$ cat config.mk
export PLATFORM = sky130hd
export DESIGN_NAME = two_wire_adc_frame_master
export DESIGN_NICKNAME = d
export VERILOG_FILES = /design/src/hdl/tafm_pkg.sv /design/src/hdl/tafm_front.sv /design/src/hdl/tafm_queue.sv /design/src/hdl/tafm_engine.sv /design/src/hdl/two_wire_adc_frame_master.sv
export SDC_FILE = /design/constraint.sdc
export NUM_CORES = 1
export LEC_CHECK = 0
export BUFFER_PORTS_ARGS = -buffer_cell sky130_fd_sc_hd__buf_4
export CAP_MARGIN = 20
export CORE_MARGIN = 8
export CORE_UTILIZATION = 40
export CTS_CLUSTER_DIAMETER = 120
export DETAILED_ROUTE_END_ITERATION = 12
export PLACE_DENSITY = 0.58
export SYNTH_ARGS = -nofsm -noshare
export SYNTH_HDL_FRONTEND = slang
export SYNTH_SLANG_ARGS = --single-unit
export TNS_END_PERCENT = 100
$ cat constraint.sdc
create_clock -name clk -period 3.9 [get_ports clk]
set_input_delay 0.195 -clock clk [delete_from_list [all_inputs] [get_ports clk]]
set_output_delay 0.195 -clock clk [all_outputs]
set_load 0.01 [all_outputs]
$ cat src/hdl/tafm_pkg.sv
// Shared types, constants and helper functions for the two-wire ADC frame master.
`default_nettype none
package tafm_pkg;

    localparam int DATA_BITS      = 24;
    localparam int DIVIDER_WIDTH  = 10;
    localparam int CONV_WIDTH     = 24;
    localparam int BYTE_WIDTH     = 8;
    localparam int INDEX_WIDTH    = 6;

    localparam logic [DIVIDER_WIDTH-1:0] HALF_PERIOD_RESET = DIVIDER_WIDTH'(40);

    // Command bytes pre-shifted one place left so the top bit lines up with clock 29
    localparam logic [BYTE_WIDTH-1:0] CMD_READ_SHIFTED  = 8'hAC;
    localparam logic [BYTE_WIDTH-1:0] CMD_WRITE_SHIFTED = 8'hCA;
    localparam int                    MSB               = BYTE_WIDTH - 1;

    // Frame lengths in clocks
    localparam logic [INDEX_WIDTH-1:0] SHORT_FRAME = INDEX_WIDTH'(27);
    localparam logic [INDEX_WIDTH-1:0] LONG_FRAME  = INDEX_WIDTH'(46);

    // Zero-based clock indexes of the register frame
    localparam logic [INDEX_WIDTH-1:0] IDX_DRIVE_FIRST      = INDEX_WIDTH'(27);
    localparam logic [INDEX_WIDTH-1:0] IDX_CMD_FIRST        = INDEX_WIDTH'(29);
    localparam logic [INDEX_WIDTH-1:0] IDX_CMD_SHIFT_LAST   = INDEX_WIDTH'(34);
    localparam logic [INDEX_WIDTH-1:0] IDX_CMD_LAST         = INDEX_WIDTH'(35);
    localparam logic [INDEX_WIDTH-1:0] IDX_TURN             = INDEX_WIDTH'(36);
    localparam logic [INDEX_WIDTH-1:0] IDX_REG_FIRST        = INDEX_WIDTH'(37);
    localparam logic [INDEX_WIDTH-1:0] IDX_REG_WSHIFT_LAST  = INDEX_WIDTH'(43);
    localparam logic [INDEX_WIDTH-1:0] IDX_REG_LAST         = INDEX_WIDTH'(44);
    localparam logic [INDEX_WIDTH-1:0] IDX_DATA_END         = INDEX_WIDTH'(DATA_BITS);

    typedef enum logic [1:0] {
        OP_NONE      = 2'd0,
        OP_READ_CONV = 2'd1,
        OP_READ_REG  = 2'd2,
        OP_WRITE_REG = 2'd3
    } op_t;

    typedef enum logic [1:0] {
        PH_IDLE = 2'd0,
        PH_WAIT = 2'd1,
        PH_HIGH = 2'd2,
        PH_LOW  = 2'd3
    } phase_t;

    // One classified tick as it travels from the front to the engine
    typedef struct packed {
        op_t                   op;
        logic                  start;
        logic                  data_in;
        logic [BYTE_WIDTH-1:0] cmd_init;
        logic [BYTE_WIDTH-1:0] reg_init;
    } item_t;

    function automatic logic is_reg_op(input op_t op);
        return (op == OP_READ_REG) || (op == OP_WRITE_REG);
    endfunction

    function automatic logic driving(input phase_t ph, input op_t op,
                                     input logic [INDEX_WIDTH-1:0] idx);
        logic clk_active;
        clk_active = (ph == PH_HIGH) || (ph == PH_LOW);
        if (!clk_active || !is_reg_op(op))
            return 1'b0;
        if (idx >= IDX_DRIVE_FIRST && idx <= IDX_CMD_LAST)
            return 1'b1;
        return (op == OP_WRITE_REG) && (idx >= IDX_TURN) && (idx <= IDX_REG_LAST);
    endfunction

endpackage
`default_nettype wire

$ cat src/hdl/tafm_front.sv
// Input side: accept ticks and classify each request before queueing it.
`default_nettype none
module tafm_front (
    input  wire logic                           in_valid,
    output logic                                in_ready,
    input  wire logic [1:0]                     operation,
    input  wire logic [tafm_pkg::BYTE_WIDTH-1:0] write_value,
    input  wire logic                           data_in,
    input  wire logic                           q_full,
    output logic                                push,
    output tafm_pkg::item_t                     item
);

    tafm_pkg::op_t op;

    assign op       = tafm_pkg::op_t'(operation);
    assign in_ready = !q_full;
    assign push     = in_valid && !q_full;

    always_comb
    begin
        item.op      = op;
        item.start   = (op != tafm_pkg::OP_NONE);
        item.data_in = data_in;
        case (op)
            tafm_pkg::OP_READ_REG:  item.cmd_init = tafm_pkg::CMD_READ_SHIFTED;
            tafm_pkg::OP_WRITE_REG: item.cmd_init = tafm_pkg::CMD_WRITE_SHIFTED;
            default:                item.cmd_init = '0;
        endcase
        item.reg_init = (op == tafm_pkg::OP_WRITE_REG) ? write_value : '0;
    end

endmodule
`default_nettype wire

$ cat src/hdl/tafm_queue.sv
// Two-entry queue between the front and the frame engine.
`default_nettype none
module tafm_queue (
    input  wire logic             clk,
    input  wire logic             rst_n,
    input  wire logic             push,
    input  wire tafm_pkg::item_t  item_in,
    output logic                  full,
    input  wire logic             pop,
    output logic                  item_valid,
    output tafm_pkg::item_t       item_out
);

    tafm_pkg::item_t entry_reg [2];
    logic            wr_ptr_reg;
    logic            wr_ptr_next;
    logic            rd_ptr_reg;
    logic            rd_ptr_next;
    logic [1:0]      count_reg;
    logic [1:0]      count_next;

    assign full       = (count_reg == 2'd2);
    assign item_valid = (count_reg != 2'd0);
    assign item_out   = entry_reg[rd_ptr_reg];

    always_comb
    begin
        wr_ptr_next = push ? !wr_ptr_reg : wr_ptr_reg;
        rd_ptr_next = pop  ? !rd_ptr_reg : rd_ptr_reg;
        count_next  = count_reg + 2'(push) - 2'(pop);
    end

    always_ff @(posedge clk or negedge rst_n)
    begin
        if (!rst_n)
        begin
            wr_ptr_reg <= 1'b0;
            rd_ptr_reg <= 1'b0;
            count_reg  <= 2'd0;
        end
        else
        begin
            wr_ptr_reg <= wr_ptr_next;
            rd_ptr_reg <= rd_ptr_next;
            count_reg  <= count_next;
        end
    end

    always_ff @(posedge clk)
    begin
        if (push)
            entry_reg[wr_ptr_reg] <= item_in;
    end

endmodule
`default_nettype wire

$ cat src/hdl/tafm_engine.sv
// Frame engine: one tick per popped item, with a registered result stage.
`default_nettype none
module tafm_engine (
    input  wire logic                                clk,
    input  wire logic                                rst_n,
    input  wire logic [tafm_pkg::DIVIDER_WIDTH-1:0]  half_period,
    input  wire logic                                item_valid,
    input  wire tafm_pkg::item_t                     item,
    output logic                                     pop,
    output logic                                     out_valid,
    input  wire logic                                out_ready,
    output logic                                     clock_out,
    output logic                                     data_out,
    output logic                                     data_drive,
    output logic                                     busy_res,
    output logic                                     done_res,
    output logic [tafm_pkg::CONV_WIDTH-1:0]          conversion,
    output logic [tafm_pkg::BYTE_WIDTH-1:0]          register_value
);

    localparam int DW = tafm_pkg::DIVIDER_WIDTH;
    localparam int IW = tafm_pkg::INDEX_WIDTH;
    localparam int BW = tafm_pkg::BYTE_WIDTH;
    localparam int NB = tafm_pkg::DATA_BITS;

    tafm_pkg::phase_t phase_reg, phase_next;
    tafm_pkg::op_t    op_reg, op_next;
    logic [DW-1:0]    tick_reg, tick_next;
    logic [IW-1:0]    idx_reg, idx_next;
    logic [NB-1:0]    conv_shift_reg, conv_shift_next;
    logic [BW-1:0]    reg_shift_reg, reg_shift_next;
    logic [BW-1:0]    cmd_shift_reg, cmd_shift_next;
    logic [NB-1:0]    conv_result_reg, conv_result_next;
    logic [BW-1:0]    reg_result_reg, reg_result_next;
    logic             done_next;

    logic [DW:0]      half;
    logic             half_end;
    logic [IW-1:0]    frame_len;
    logic [IW:0]      idx_inc;

    logic             out_valid_reg;
    logic             clock_out_reg, clock_out_next;
    logic             data_out_reg, data_out_next;
    logic             data_drive_reg, data_drive_next;
    logic             busy_reg, busy_next;
    logic             done_reg;
    logic [tafm_pkg::CONV_WIDTH-1:0] conversion_reg, conversion_next;
    logic [BW-1:0]    register_value_reg;

    assign pop = item_valid && (!out_valid_reg || out_ready);

    // Zero half period counts as one tick
    assign half      = (half_period == '0) ? (DW+1)'(1) : {1'b0, half_period};
    assign half_end  = ({1'b0, tick_reg} + (DW+1)'(1)) >= half;
    assign frame_len = (op_reg == tafm_pkg::OP_READ_CONV) ? tafm_pkg::SHORT_FRAME
                                                          : tafm_pkg::LONG_FRAME;
    assign idx_inc   = {1'b0, idx_reg} + (IW+1)'(1);

    // Next state
    always_comb
    begin
        phase_next       = phase_reg;
        op_next          = op_reg;
        tick_next        = tick_reg;
        idx_next         = idx_reg;
        conv_shift_next  = conv_shift_reg;
        reg_shift_next   = reg_shift_reg;
        cmd_shift_next   = cmd_shift_reg;
        conv_result_next = conv_result_reg;
        reg_result_next  = reg_result_reg;
        done_next        = 1'b0;
        unique case (phase_reg)
            tafm_pkg::PH_IDLE:
            begin
                if (item.start)
                begin
                    op_next         = item.op;
                    cmd_shift_next  = item.cmd_init;
                    reg_shift_next  = item.reg_init;
                    conv_shift_next = '0;
                    idx_next        = '0;
                    tick_next       = '0;
                    phase_next      = tafm_pkg::PH_WAIT;
                end
            end
            tafm_pkg::PH_WAIT:
            begin
                if (!item.data_in)
                begin
                    phase_next = tafm_pkg::PH_HIGH;
                    tick_next  = '0;
                    idx_next   = '0;
                end
            end
            tafm_pkg::PH_HIGH:
            begin
                if (half_end)
                begin
                    phase_next = tafm_pkg::PH_LOW;
                    tick_next  = '0;
                end
                else
                    tick_next = tick_reg + DW'(1);
            end
            tafm_pkg::PH_LOW:
            begin
                if (half_end)
                begin
                    tick_next = '0;
                    if (idx_reg < tafm_pkg::IDX_DATA_END)
                        conv_shift_next = {conv_shift_reg[NB-2:0], item.data_in};
                    if (tafm_pkg::is_reg_op(op_reg) && idx_reg >= tafm_pkg::IDX_CMD_FIRST
                        && idx_reg <= tafm_pkg::IDX_CMD_SHIFT_LAST)
                        cmd_shift_next = {cmd_shift_reg[BW-2:0], 1'b0};
                    if (op_reg == tafm_pkg::OP_WRITE_REG && idx_reg >= tafm_pkg::IDX_REG_FIRST
                        && idx_reg <= tafm_pkg::IDX_REG_WSHIFT_LAST)
                        reg_shift_next = {reg_shift_reg[BW-2:0], 1'b0};
                    if (op_reg == tafm_pkg::OP_READ_REG && idx_reg >= tafm_pkg::IDX_REG_FIRST
                        && idx_reg <= tafm_pkg::IDX_REG_LAST)
                        reg_shift_next = {reg_shift_reg[BW-2:0], item.data_in};
                    if (idx_inc >= {1'b0, frame_len})
                    begin
                        conv_result_next = conv_shift_next;
                        if (op_reg == tafm_pkg::OP_READ_REG)
                            reg_result_next = reg_shift_next;
                        done_next  = 1'b1;
                        phase_next = tafm_pkg::PH_IDLE;
                        idx_next   = '0;
                        op_next    = tafm_pkg::OP_NONE;
                    end
                    else
                    begin
                        idx_next   = idx_inc[IW-1:0];
                        phase_next = tafm_pkg::PH_HIGH;
                    end
                end
                else
                    tick_next = tick_reg + DW'(1);
            end
            default:
            begin
                phase_next = tafm_pkg::PH_IDLE;
            end
        endcase
    end

    // Pin and status levels as seen after this tick
    always_comb
    begin
        clock_out_next  = (phase_next == tafm_pkg::PH_HIGH);
        data_drive_next = tafm_pkg::driving(phase_next, op_next, idx_next);
        data_out_next   = 1'b0;
        if (data_drive_next)
        begin
            if (idx_next >= tafm_pkg::IDX_CMD_FIRST && idx_next <= tafm_pkg::IDX_TURN)
                data_out_next = cmd_shift_next[tafm_pkg::MSB];
            else if (idx_next >= tafm_pkg::IDX_REG_FIRST)
                data_out_next = reg_shift_next[tafm_pkg::MSB];
        end
        busy_next       = (phase_next != tafm_pkg::PH_IDLE);
        conversion_next = tafm_pkg::CONV_WIDTH'(conv_result_next);
    end

    always_ff @(posedge clk or negedge rst_n)
    begin
        if (!rst_n)
        begin
            phase_reg       <= tafm_pkg::PH_IDLE;
            op_reg          <= tafm_pkg::OP_NONE;
            tick_reg        <= '0;
            idx_reg         <= '0;
            conv_shift_reg  <= '0;
            reg_shift_reg   <= '0;
            cmd_shift_reg   <= '0;
            conv_result_reg <= '0;
            reg_result_reg  <= '0;
            out_valid_reg   <= 1'b0;
        end
        else
        begin
            if (pop)
            begin
                phase_reg       <= phase_next;
                op_reg          <= op_next;
                tick_reg        <= tick_next;
                idx_reg         <= idx_next;
                conv_shift_reg  <= conv_shift_next;
                reg_shift_reg   <= reg_shift_next;
                cmd_shift_reg   <= cmd_shift_next;
                conv_result_reg <= conv_result_next;
                reg_result_reg  <= reg_result_next;
            end
            if (pop)
                out_valid_reg <= 1'b1;
            else if (out_ready)
                out_valid_reg <= 1'b0;
        end
    end

    always_ff @(posedge clk)
    begin
        if (pop)
        begin
            clock_out_reg      <= clock_out_next;
            data_out_reg       <= data_out_next;
            data_drive_reg     <= data_drive_next;
            busy_reg           <= busy_next;
            done_reg           <= done_next;
            conversion_reg     <= conversion_next;
            register_value_reg <= reg_result_next;
        end
    end

    assign out_valid      = out_valid_reg;
    assign clock_out      = clock_out_reg;
    assign data_out       = data_out_reg;
    assign data_drive     = data_drive_reg;
    assign busy_res       = busy_reg;
    assign done_res       = done_reg;
    assign conversion     = conversion_reg;
    assign register_value = register_value_reg;

endmodule
`default_nettype wire

$ cat src/hdl/two_wire_adc_frame_master.sv
// Top level of the two-wire ADC frame master: config register, front, queue and engine.
//
//  Channel   Handshake                       Payload
//  input     in_valid / in_ready             operation, write_value, data_in
//  result    out_valid / out_ready           clock_out, data_out, data_drive, busy_res,
//                                            done_res, conversion, register_value
//  config    cfg_write_enable (no wait)      cfg_write_data (half period in ticks)
//
//  Every input transaction is one tick of the serial link and yields exactly one result
//  transaction. Throughput is one transaction per clock while out_ready holds; the
//  accepting edge writes the queue, then the pop loads the engine's result register,
//  which a stalled result holds back. The engine's tick update is the loop that sets
//  this rate. rst_n clears the frame state, the queue and the result valid flag; the
//  half period resets to 40 ticks. A stalled result holds in place while the queue
//  keeps taking transactions until both queue entries are full.
`default_nettype none
module two_wire_adc_frame_master (
    input  wire logic                                clk,
    input  wire logic                                rst_n,
    input  wire logic                                cfg_write_enable,
    input  wire logic [tafm_pkg::DIVIDER_WIDTH-1:0]  cfg_write_data,
    input  wire logic                                in_valid,
    output logic                                     in_ready,
    input  wire logic [1:0]                          operation,
    input  wire logic [tafm_pkg::BYTE_WIDTH-1:0]     write_value,
    input  wire logic                                data_in,
    output logic                                     out_valid,
    input  wire logic                                out_ready,
    output logic                                     clock_out,
    output logic                                     data_out,
    output logic                                     data_drive,
    output logic                                     busy_res,
    output logic                                     done_res,
    output logic [tafm_pkg::CONV_WIDTH-1:0]          conversion,
    output logic [tafm_pkg::BYTE_WIDTH-1:0]          register_value
);

    // Half period of the serial clock; the user must write it only while the link is idle (not enforced here)
    logic [tafm_pkg::DIVIDER_WIDTH-1:0] half_period_reg;
    logic [tafm_pkg::DIVIDER_WIDTH-1:0] half_period_next;

    logic            q_full;
    logic            push;
    tafm_pkg::item_t front_item;
    logic            pop;
    logic            item_valid;
    tafm_pkg::item_t queue_item;

    assign half_period_next = cfg_write_enable ? cfg_write_data : half_period_reg;

    always_ff @(posedge clk or negedge rst_n)
    begin
        if (!rst_n)
            half_period_reg <= tafm_pkg::HALF_PERIOD_RESET;
        else
            half_period_reg <= half_period_next;
    end

    // Front: accept the tick and decode the request into its start values
    tafm_front u_front (
        .in_valid    (in_valid),
        .in_ready    (in_ready),
        .operation   (operation),
        .write_value (write_value),
        .data_in     (data_in),
        .q_full      (q_full),
        .push        (push),
        .item        (front_item)
    );

    // Hold up to two decoded ticks so either side can stall on its own
    tafm_queue u_queue (
        .clk        (clk),
        .rst_n      (rst_n),
        .push       (push),
        .item_in    (front_item),
        .full       (q_full),
        .pop        (pop),
        .item_valid (item_valid),
        .item_out   (queue_item)
    );

    // Back: advance the frame by one tick per popped item and register the pin levels
    tafm_engine u_engine (
        .clk            (clk),
        .rst_n          (rst_n),
        .half_period    (half_period_reg),
        .item_valid     (item_valid),
        .item           (queue_item),
        .pop            (pop),
        .out_valid      (out_valid),
        .out_ready      (out_ready),
        .clock_out      (clock_out),
        .data_out       (data_out),
        .data_drive     (data_drive),
        .busy_res       (busy_res),
        .done_res       (done_res),
        .conversion     (conversion),
        .register_value (register_value)
    );

endmodule
`default_nettype wire

After elaboration in Yosys (flattened, before gate mapping):

Memories as Yosys holds them, arrays and structs flattened.
Index checks and enable logic that the tools add are counted.
W data, S select, Z words.

* logic and storage cells: 153
* input port bits: 26
* RAM bits: 40
* register bits: 144
* memories: 1

Memories
* u_queue.entry_reg: depth 2, width 20, read ports 1, clocked after memory_dff 0, wr ports 1, RTL line tafm_queue.sv:14 `tafm_pkg::item_t entry_reg [2];`

* mux-type cells: 57
* order comparisons: 15
* reduce and logical (&&, ||, !) cells: 35
* add/sub/neg operators: 5
* equality and inequality tests: 17

Operators with widths (count)
* $mux W24: 6
* $mux W8: 12
* $pmux W24 S2: 1
* $pmux W8 S2: 3
* $mux W10: 4
* $le A6 B6 Y1 const B: 6
* $mux W6: 5
* $pmux W10 S3: 1
* $eq A2 B2 Y1 const B: 11
* $ge A6 B5 Y1 const B: 3
* $ge A6 B6 Y1 const B: 3
* $pmux W6 S3: 1
* $mux W2: 8
* $mux W1: 14
* $logic_and A1 B1 Y1: 12
* $add A10 B1 Y11 const B: 1
* $ge A11 B11 Y1: 1
* $add A10 B1 Y10 const B: 1
* $logic_not A10 Y1: 1
* $reduce_bool A2 Y1: 5
* $pmux W2 S4: 1
* $add A6 B1 Y7 const B: 1
* $ge A7 B6 Y1: 1
* $logic_not A1 Y1: 6
* other kinds (14): 21

Longest topological paths before layout:

Gate-level depths: netlist (run 1).

* depth in word-level cells: 14
* depth in mapped cells: 17
* depth with buffers taken out: 15

Hierarchy:

A second synthesis (run 1) with hierarchy kept.

* cells, all modules: 856
* area total of the unflattened synthesis: 9066.2 um^2

By module, submodules not included
* tafm_engine: area each 6762.7 um^2, instances 1, cells each 733
* tafm_queue: area each 1719.1 um^2, instances 1, cells each 77
* two_wire_adc_frame_master: area each 414.1 um^2, instances 1, cells each 21
* tafm_front: area each 170.2 um^2, instances 1, cells each 25

Least setup slack after synthesis (run 1):

No wires, ideal clock.

* kind: reg-to-reg
* from: reg u_engine.tick_reg[0]
* to: reg u_engine.data_out_reg, in the netlist u_engine.data_out, data pin
* path buffers: 0
* data arrival time: 3.322 ns
* cell stages (with the launch flop): 16
* slack: 0.447 ns
* setup time: 0.131 ns
* clock period less this slack: 3.453 ns
* path through: dfrtp_1 ha_1 and2_1 and2_1 and3_1 xor2_1 ha_1 nand4_1 nor2_1 a211o_4 o31ai_4 o21bai_1 a21oi_2 or2_1 a311oi_1 o31a_1

* cells in the longest elaborated chain, start to end: 10
* elaborated cells between the ends (all ways): 41
* classes of those cells: add/sub: 1; order compare: 8; eq/ne: 4; mux: 19; reduce/logical: 9

RTL lines
* from (decl): RTL line tafm_engine.sv:28 `logic [DW-1:0] tick_reg, tick_next;`
* from (signal assigned): RTL line tafm_engine.sv:186 `tick_reg <= tick_next;`
* $add A10 B1 Y11 (*): RTL line tafm_engine.sv:55 `assign half_end = ({1'b0, tick_reg} + (DW+1)'(1)) >= half;`
* $ge A11 B11 Y1 (*): RTL line tafm_engine.sv:55
* $mux W6, or another cell as far along: RTL line tafm_engine.sv:108 `if (half_end)`
* $pmux W6 S3, or another cell as far along: RTL line tafm_engine.sv:73 `unique case (phase_reg)`
* $ge A6 B5 Y1, or another cell as far along: RTL line tafm_pkg.sv:66 `if (idx >= IDX_DRIVE_FIRST && idx <= IDX_CMD_LAST)`
* $logic_and A1 B1 Y1, or another cell as far along: RTL line tafm_pkg.sv:66
* $mux W1 / $logic_not A1 Y1 (equally long branches): RTL line tafm_pkg.sv:66, tafm_pkg.sv:64
* $mux W1 / $logic_or A1 B1 Y1 (equally long branches): RTL line tafm_pkg.sv:66, tafm_pkg.sv:64
* $mux W1, on equally long branches: RTL line tafm_pkg.sv:68, tafm_pkg.sv:64
* $mux W1: RTL line tafm_pkg.sv:66
* to (signal assigned): RTL line tafm_engine.sv:206 `data_out_reg <= data_out_next;`
* to (decl): RTL line tafm_engine.sv:44 `logic data_out_reg, data_out_next;`

Every way passes the cells marked *; elsewhere a longest branch is shown, timed or not. The select of a mux whose other input is x is not followed.
A chain may end at the register's enable or synchronous reset.

Worst setup path after layout (run 1):

* from: reg u_engine.tick_reg[1]
* to: reg u_engine.data_out_reg, in the netlist u_engine.data_out, data pin

* cells in the longest elaborated chain, start to end: 10
* elaborated cells between the ends (all ways): 41
* classes of those cells: add/sub: 1; order compare: 8; eq/ne: 4; mux: 19; reduce/logical: 9

RTL lines
* $add A10 B1 Y11 (*): RTL line tafm_engine.sv:55
* $ge A11 B11 Y1 (*): RTL line tafm_engine.sv:55
* $mux W6, or another cell as far along: RTL line tafm_engine.sv:108
* $pmux W6 S3, or another cell as far along: RTL line tafm_engine.sv:73
* $ge A6 B5 Y1, or another cell as far along: RTL line tafm_pkg.sv:66
* $logic_and A1 B1 Y1, or another cell as far along: RTL line tafm_pkg.sv:66
* $mux W1 / $logic_not A1 Y1 (equally long branches): RTL line tafm_pkg.sv:66, tafm_pkg.sv:64
* $mux W1 / $logic_or A1 B1 Y1 (equally long branches): RTL line tafm_pkg.sv:66, tafm_pkg.sv:64
* $mux W1, on equally long branches: RTL line tafm_pkg.sv:68, tafm_pkg.sv:64
* $mux W1 (*): RTL line tafm_pkg.sv:66
* via u_engine.data_drive_next: RTL line tafm_engine.sv:45 `logic data_drive_reg, data_drive_next;`

Mark *: on every way through the listed nets, which the timed path passes. The rest lies on a longest branch. The select of a mux whose other input is x is not followed.

==> qor.yml, run 1 <==
status: "completed"
timing_worst_setup_path_type: "reg -> reg"
hold_viol_final: 0
viasPerCell: 5.23
critical_path.slowest_cell: "dfrtp_1"
drt_wl_total_um: 18600
vias: 6087
antenna_found_initial: 0
setup_viol: 0
layout-drive-gt1-share_pct: 16.2
drc_errors: 0
cts.path.max_buffers: 2
endpoint_kind: "flip-flop"
dieArea_mm2: 0.0258
final_cells: 1163
syn_inst: 805
fp.dieH_um: 161
synth_nets: 856
cts.sinks: 173
synthesis.area_mm2: 0.00837
drt_iter0_markers: 331
port_buffers: 64
synth_cell_type_count: 62
timing.final.ws_setup_ns: 0.217
synth_edf_count: 67
root_buffer: "clkbuf_16"
layout_min_cycle_time_ns: 3.68
drv_cap: 0
cts_tree: "done"
dpl.hpwl_um: 12200
p_per_area_mw_per_mm2: 609
dr.pass1.iters: 5
max_stage_delay_ns: 0.40
fmax_mhz: 272
rows: 53
grt_usage_pct: 14.8
synth_warnings: 0
fin_setup_tns_ns: 0
routabilityCongestion: 0.835
placed_cells: 1117
synth_top_cell_by_area: "dfrtp_1"
synth_top_area_share_pct: 31.1
grt_max_degree: 67
initial_core_util_pct: 40.3
drv_slew: 0
crit_fanout: 9
crit_chain: "ha_1 > and2_1 > and2_1 > and3_1 > xor2_1 > ha_1 > nand4_1 > nor2_1 > a211o_4 > o31ai_4 > buf_4 > o2bb2ai_2 > nand3_1 > a21o_1 > a211oi_2 > o31a_1"
ir_worst_vdd_v: 0.000370
antennaDiodeCount: 0
grt_pass1_vias: 5990
r2r_setup_slack_ns: 0.22
largest_reg_flops: 30
cp-start-kind: "flip-flop"
preCtsSetupSlack_ns: 0.221
ios: 65
grt_setup_unrepaired: "no"
wl_per_cell_um: 16.0
syn2layout_area_growth_pct: 19.1
synth_area_per_cell_um2: 10.4
numCtsBuffers: 17
min-delay-path-class: "in -> reg"
async_flop_share_pct: 61.3
synthTopCellsByArea: "dfrtp_1 31%, edfxtp_1 24%, nand2_1 8.4%"
crit_required_ns: 4.20
relSlewSlack_pct: 36.5
clk_pin_slew_worst_paths_ns: 0.07
finClkSkew_ns: 0.0155
die_w_um: 161
final_nets: 926
clk_latency_ns: 0.43
min_period_over_period_pct: 94.4
crit_arrival_ns: 3.98
grt_pass1_wl_um: 31300
ys_seq_area_share_pct: 55.8
h-tree-depth: 4
synthFlopType: "dfrtp_1"
ys_ff_latch: 173
tightest_slew_ns: 0.953
fp.coreArea_mm2: 0.0208
power.leakage_nw: 4.33
ant_nets: 0
overflow: 0
-- timing repair --
item                       4_1_cts  5_1_grt
hold endpoints to repair        70        0
setup buffers                    0        2
gates resized for setup          0        3
hold buffers                    12        0
setup endpoints to repair        0       19
-- power by group --
| group | switching, mW | internal, mW |
|---|---|---|
| Combinational | 1.13 | 0.670 |
| Clock | 0.745 | 1.06 |
| Sequential | 0.183 | 2.28 |
-- final timing paths --
check                                             from                          end  depth (start not counted)
setup / recovery                  u_engine.tick_reg[1]            u_engine.data_out                         16
hold / removal                            operation[0]     u_queue.entry_reg[0][18]                          1
setup reg to reg                  u_engine.tick_reg[1]            u_engine.data_out                         16
hold reg to reg            u_engine.conv_result_reg[2]  u_engine.conv_result_reg[2]                          2
max in group asynchronous                        rst_n           half_period_reg[5]                          3
min in group asynchronous                        rst_n    u_engine.cmd_shift_reg[4]                          2
-- worst max-delay path: cells and delay by family (launching register included) --
| kind | cells | cell delay (ns) |
|---|---|---|
| adder cells (fa/ha/maj) | 2 | 0.56 |
| flip-flops | 1 | 0.40 |
| AND/OR/NAND/NOR | 6 | 0.83 |
| buffers and inverters | 1 | 0.20 |
| XOR/XNOR | 1 | 0.15 |
| AO/OA/AOI/OAI | 6 | 1.42 |
-- Yosys cell counts, drive strengths merged, types with 9 or more instances --
master / count
nand2: 187
dfrtp: 104
edfxtp: 67
o21ai: 58
a22o: 48
a21oi: 47
clkbuf: 35
nor2: 32
ha: 25
inv: 24
mux2i: 20
and3: 13
nand3: 13
buf: 11
nand2b: 11
a32o: 10
xnor2: 9
-- metrics by stage --
step / util [%] / total power, mW / hold slack (ns) / area [um2]
after detailed placement: 44.3 / 4.28 / 0.350 / 9190
after global routing: 48.0 / 6.41 / 0.0317 / 9970
after global placement: 44.3 / 4.28 / 0.351 / 9190
final: 48.0 / 6.07 / 0.0374 / 9970
after floorplan: - / 3.59 / -0.101 / 8370
after CTS: 47.9 / 6.10 / 0.0205 / 9940
-- logic make-up after synthesis --
group / after synthesis / share of synthesized area (%)
DFF: 173 / 55.8
muxes: 24 / 2.93
and+or+nand+nor: 285 / 14.8
adders and majority gates: 25 / 3.74
buffers and inverters: 70 / 3.26
xor gates and xnor gates: 16 / 1.67
AOI/OAI and AO/OA: 212 / 17.8
-- per-layer routing --
layer  track usage [%]  wire length (um)  up-vias
li1                  -                 -     3015
met1              20.1              9060     2947
met2              23.2              8570      118
met3              3.69               812        7
met4              3.74               131        0
met5                 0                 0        -
-- cell usage in the layout, fill, tap and decap left out, drive strengths merged, types with 12 or more instances in the layout --
cell / instances
a21oi: 47
a22o: 48
and3: 13
buf: 85
clkbuf: 21
dfrtp: 104
dlygate4sd3: 12
edfxtp: 67
ha: 25
inv: 30
mux2i: 20
nand2: 187
nand3: 13
nor2: 32
o21ai: 58
-- area by class of cell --
class / instances / area (um2)
timing repair buffer: 97 / 771
fill: 1937 / 10800
tap: 275 / 344
clock inverter: 11 / 141
sequential: 173 / 4670
multi-input combinational: 562 / 3460
clock buffer: 21 / 493
inverter: 24 / 90.1
No activity file was read; power rests on OpenSTA's default activity.
==> run 2, diff against run 1 <==
--- a/config.mk
+++ b/config.mk
@@ -14,5 +14,6 @@
 export PLACE_DENSITY = 0.58
 export SYNTH_ARGS = -nofsm -noshare
 export SYNTH_HDL_FRONTEND = slang
+export SYNTH_HIERARCHICAL = 1
 export SYNTH_SLANG_ARGS = --single-unit
 export TNS_END_PERCENT = 100
==> run 2 against run 1 <==
Compared with the run above: die area increased by 7.5%; largest cell class unchanged; maximum frequency about the same; final cell count increased by 5.1%; clock-buffer cell count down 1; register-to-register slack barely moved; clock skew is essentially flat; first-iteration DRC count rose by 57%; critical path depth shrank 2; sequential share of layout area up 0.19 points; clock power is 6% higher; worst hold slack got worse by 0.0020 ns; synthesized cell count is 6.3% higher.
==> qor.yml, run 2 <==
timing_worst_setup_path_type: "reg -> reg"
fmax_mhz: 272  # about the same
hold_depth: 1  # unchanged
synthFlopType: "dfrtp_1"
drv_slew: 0  # unchanged
min_from: "operation[0]"
preCtsSetupSlack_ns: 0.0930  # -0.128 ns
h-tree-depth: 4  # unchanged
drv_cap: 0  # unchanged
dr.pass1.iters: 5  # unchanged
layout.core_utilization_pct: 47.4  # -0.66 points
cts.sinks: 184  # +6.4%
layout_min_cycle_time_ns: 3.68  # -0.000862 ns
initial_core_util_pct: 40.4  # +0.097 points
endpoint_kind: "flip-flop"
synth_top_cell_by_area: "dfrtp_1"
routabilityCongestion: 0.835  # +0.11%
final_nets: 975  # +5.3%
syn_inst: 856  # +6.3%
synth_cell_type_count: 73  # +18%
min_period_over_period_pct: 94.4  # about the same
crit_required_ns: 4.19  # about the same
ant_nets: 0  # unchanged
status: "completed"
power.leakage_nw: 4.76  # +9.7%
die_w_um: 167  # +3.7%
drc_errors: 0  # unchanged
reg2reg_depth: 14  # -2
ios: 65  # unchanged
rows: 55  # +3.8%
ys_ff_latch: 184  # +6.4%
synth_most_common_cell: "nand2_1"
placed_cells: 1178  # +5.5%
ir_worst_vdd_v: 0.000250  # -32%
final_cells: 1222  # +5.1%
grt_usage_pct: 14.1  # -0.67 points
port_buffers: 64  # unchanged
hold_viol_final: 0  # unchanged
synthesis.area_mm2: 0.00907  # +8.3%
syn2layout_area_growth_pct: 17.2
dieArea_mm2: 0.0277  # +7.5%
antenna_found_initial: 0  # unchanged
fp.coreArea_mm2: 0.0224  # +8.1%
r2r_setup_slack_ns: 0.22  # about the same
crit_fanout: 10  # +1
synthTopCellsByArea: "dfrtp_1 29%, edfxtp_1 26%, nand2_1 10%"
setup_viol: 0  # unchanged
grt_max_degree: 72  # +7.5%
cts_tree: "done"
p_per_area_mw_per_mm2: 587  # -3.5%
final_cell_mix: "251 x nand2_1, 103 x dfrtp_1, 88 x buf_4"
viasPerCell: 5.21  # -0.45%
ys_seq_area_share_pct: 55.1  # -0.71 points
finClkSkew_ns: 0.0156  # +0.000110 ns
cp-start-kind: "flip-flop"
async_flop_share_pct: 58.2  # -3.1 points
dpl.hpwl_um: 12700  # +3.7%
grt_setup_unrepaired: "no"
drt_wl_total_um: 19300  # +3.7%
timing.final.ws_setup_ns: 0.218  # +0.000862 ns
grt_pass1_vias: 6280  # +4.8%
largest_reg_flops: 40  # +33%
p_total_mw: 6.24  # +2.9%
relSlewSlack_pct: 34.9  # -1.6 points
regToRegEndpoint: "u_engine/data_out"
clk_latency_ns: 0.43  # about the same
hold-path-endpoint: "u_queue/entry_reg[0][18]"
overflow: 0  # unchanged
fin_setup_tns_ns: 0  # unchanged
fp.dieH_um: 167  # +3.7%
numCtsBuffers: 17  # unchanged
synth_edf_count: 77  # +15%
final_common_cell: "nand2_1"
synth_area_per_cell_um2: 10.6  # +1.9%
clk_pin_slew_worst_paths_ns: 0.07  # about the same
vias: 6367  # +4.6%
synth_common_cells: "251 x nand2_1, 105 x dfrtp_1, 77 x edfxtp_1"
root_buffer: "clkbuf_16"
wl_per_cell_um: 15.8  # -1.3%
antennaDiodeCount: 0  # unchanged
crit_arrival_ns: 3.97  # about the same
synth_warnings: 6  # +6
timing.rr.start: "u_engine/tick_reg[1]"
min-delay-path-class: "in -> reg"
cts.path.max_buffers: 2  # unchanged
layout-drive-gt1-share_pct: 18.8  # +2.6 points
synth_top_area_share_pct: 29.0  # -2.1 points
tightest_slew_ns: 0.976  # +0.0234 ns
drt_iter0_markers: 520  # +57%
grt_pass1_wl_um: 32400  # +3.5%
[run 2: power breakdown]
group | total [mW] | leakage, nW | internal, mW | switching (mW)
clock | 1.90 | 0.319 | 1.13 | 0.769
combinational | 1.79 | 2.24 | 0.718 | 1.07
sequential | 2.55 | 2.20 | 2.40 | 0.144
[run 2: cell families after synthesis]
kind of cell / after synthesis / share of synthesized area [%]
buffers and inverters: 78 / 4.07
muxes: 39 / 5.93
other: 1 / 0.0414
DFF: 184 / 55.1
and+or+nand+nor: 346 / 16.4
xor gates and xnor gates: 15 / 1.61
adders and majority gates: 25 / 3.45
AOI/OAI and AO/OA: 168 / 13.4
[run 2: layout make-up]
class | instances | area (um2)
clock buffers | 20 | 458
inverters | 25 | 93.8
fillers | 2061 | 11800
multi-input cells | 595 | 3720
well taps | 285 | 357
repair buffers | 101 | 801
flip-flops and latches | 184 | 4990
clock inverters | 12 | 198
[run 2: timing repair]
action                                  in CTS  in global routing
buffers inserted                             0                  0
gates resized for setup                      0                  5
hold endpoints to repair                    37                  0
hold buffers                                12                  0
endpoints found under the setup margin       0                  1
[run 2: per-stage QoR]
stage / instance area, um2 / hold WS (ns)
2_1_floorplan: 9070 / -0.101
3_3_place_gp: 9840 / 0.154
3_5_place_dp: 9840 / 0.148
4_1_cts: 10600 / 0.0257
5_1_grt: 10600 / 0.0388
6_report: 10600 / 0.0355
[run 2: worst max path at each step]
stage,startpoint,cells after the start,endpoint
floorplan,u_engine/tick_reg[0],15,u_engine/data_out
global placement,u_engine/tick_reg[0],14,u_engine/data_out
detailed placement,u_engine/tick_reg[0],14,u_engine/data_out
CTS,u_engine/tick_reg[0],14,u_engine/data_out
global route,u_engine/tick_reg[1],14,u_engine/data_out
finish,u_engine/tick_reg[1],14,u_engine/data_out
[run 2: routing by layer]
| metal | GRT usage [%] | wire, um | vias up |
|---|---|---|---|
| met5 | 0 | 0 | - |
| met4 | 4.74 | 241 | 0 |
| met3 | 2.60 | 635 | 16 |
| met2 | 23.1 | 9090 | 118 |
| met1 | 18.6 | 9290 | 3088 |
| li1 | - | - | 3145 |
[run 2: critical path: stages, from the launching register on]
cell and delay [ns]:
dfrtp_1 0.40, ha_1 0.23, and4_1 0.29, nand2_1 0.09
xnor2_1 0.20, ha_1 0.28, nand4_1 0.11, a21oi_1 0.07
o31a_4 0.37, or2_4 0.32, a32o_2 0.32, or2_1 0.23
or3b_1 0.37, a21oi_1 0.14, o31a_1 0.13
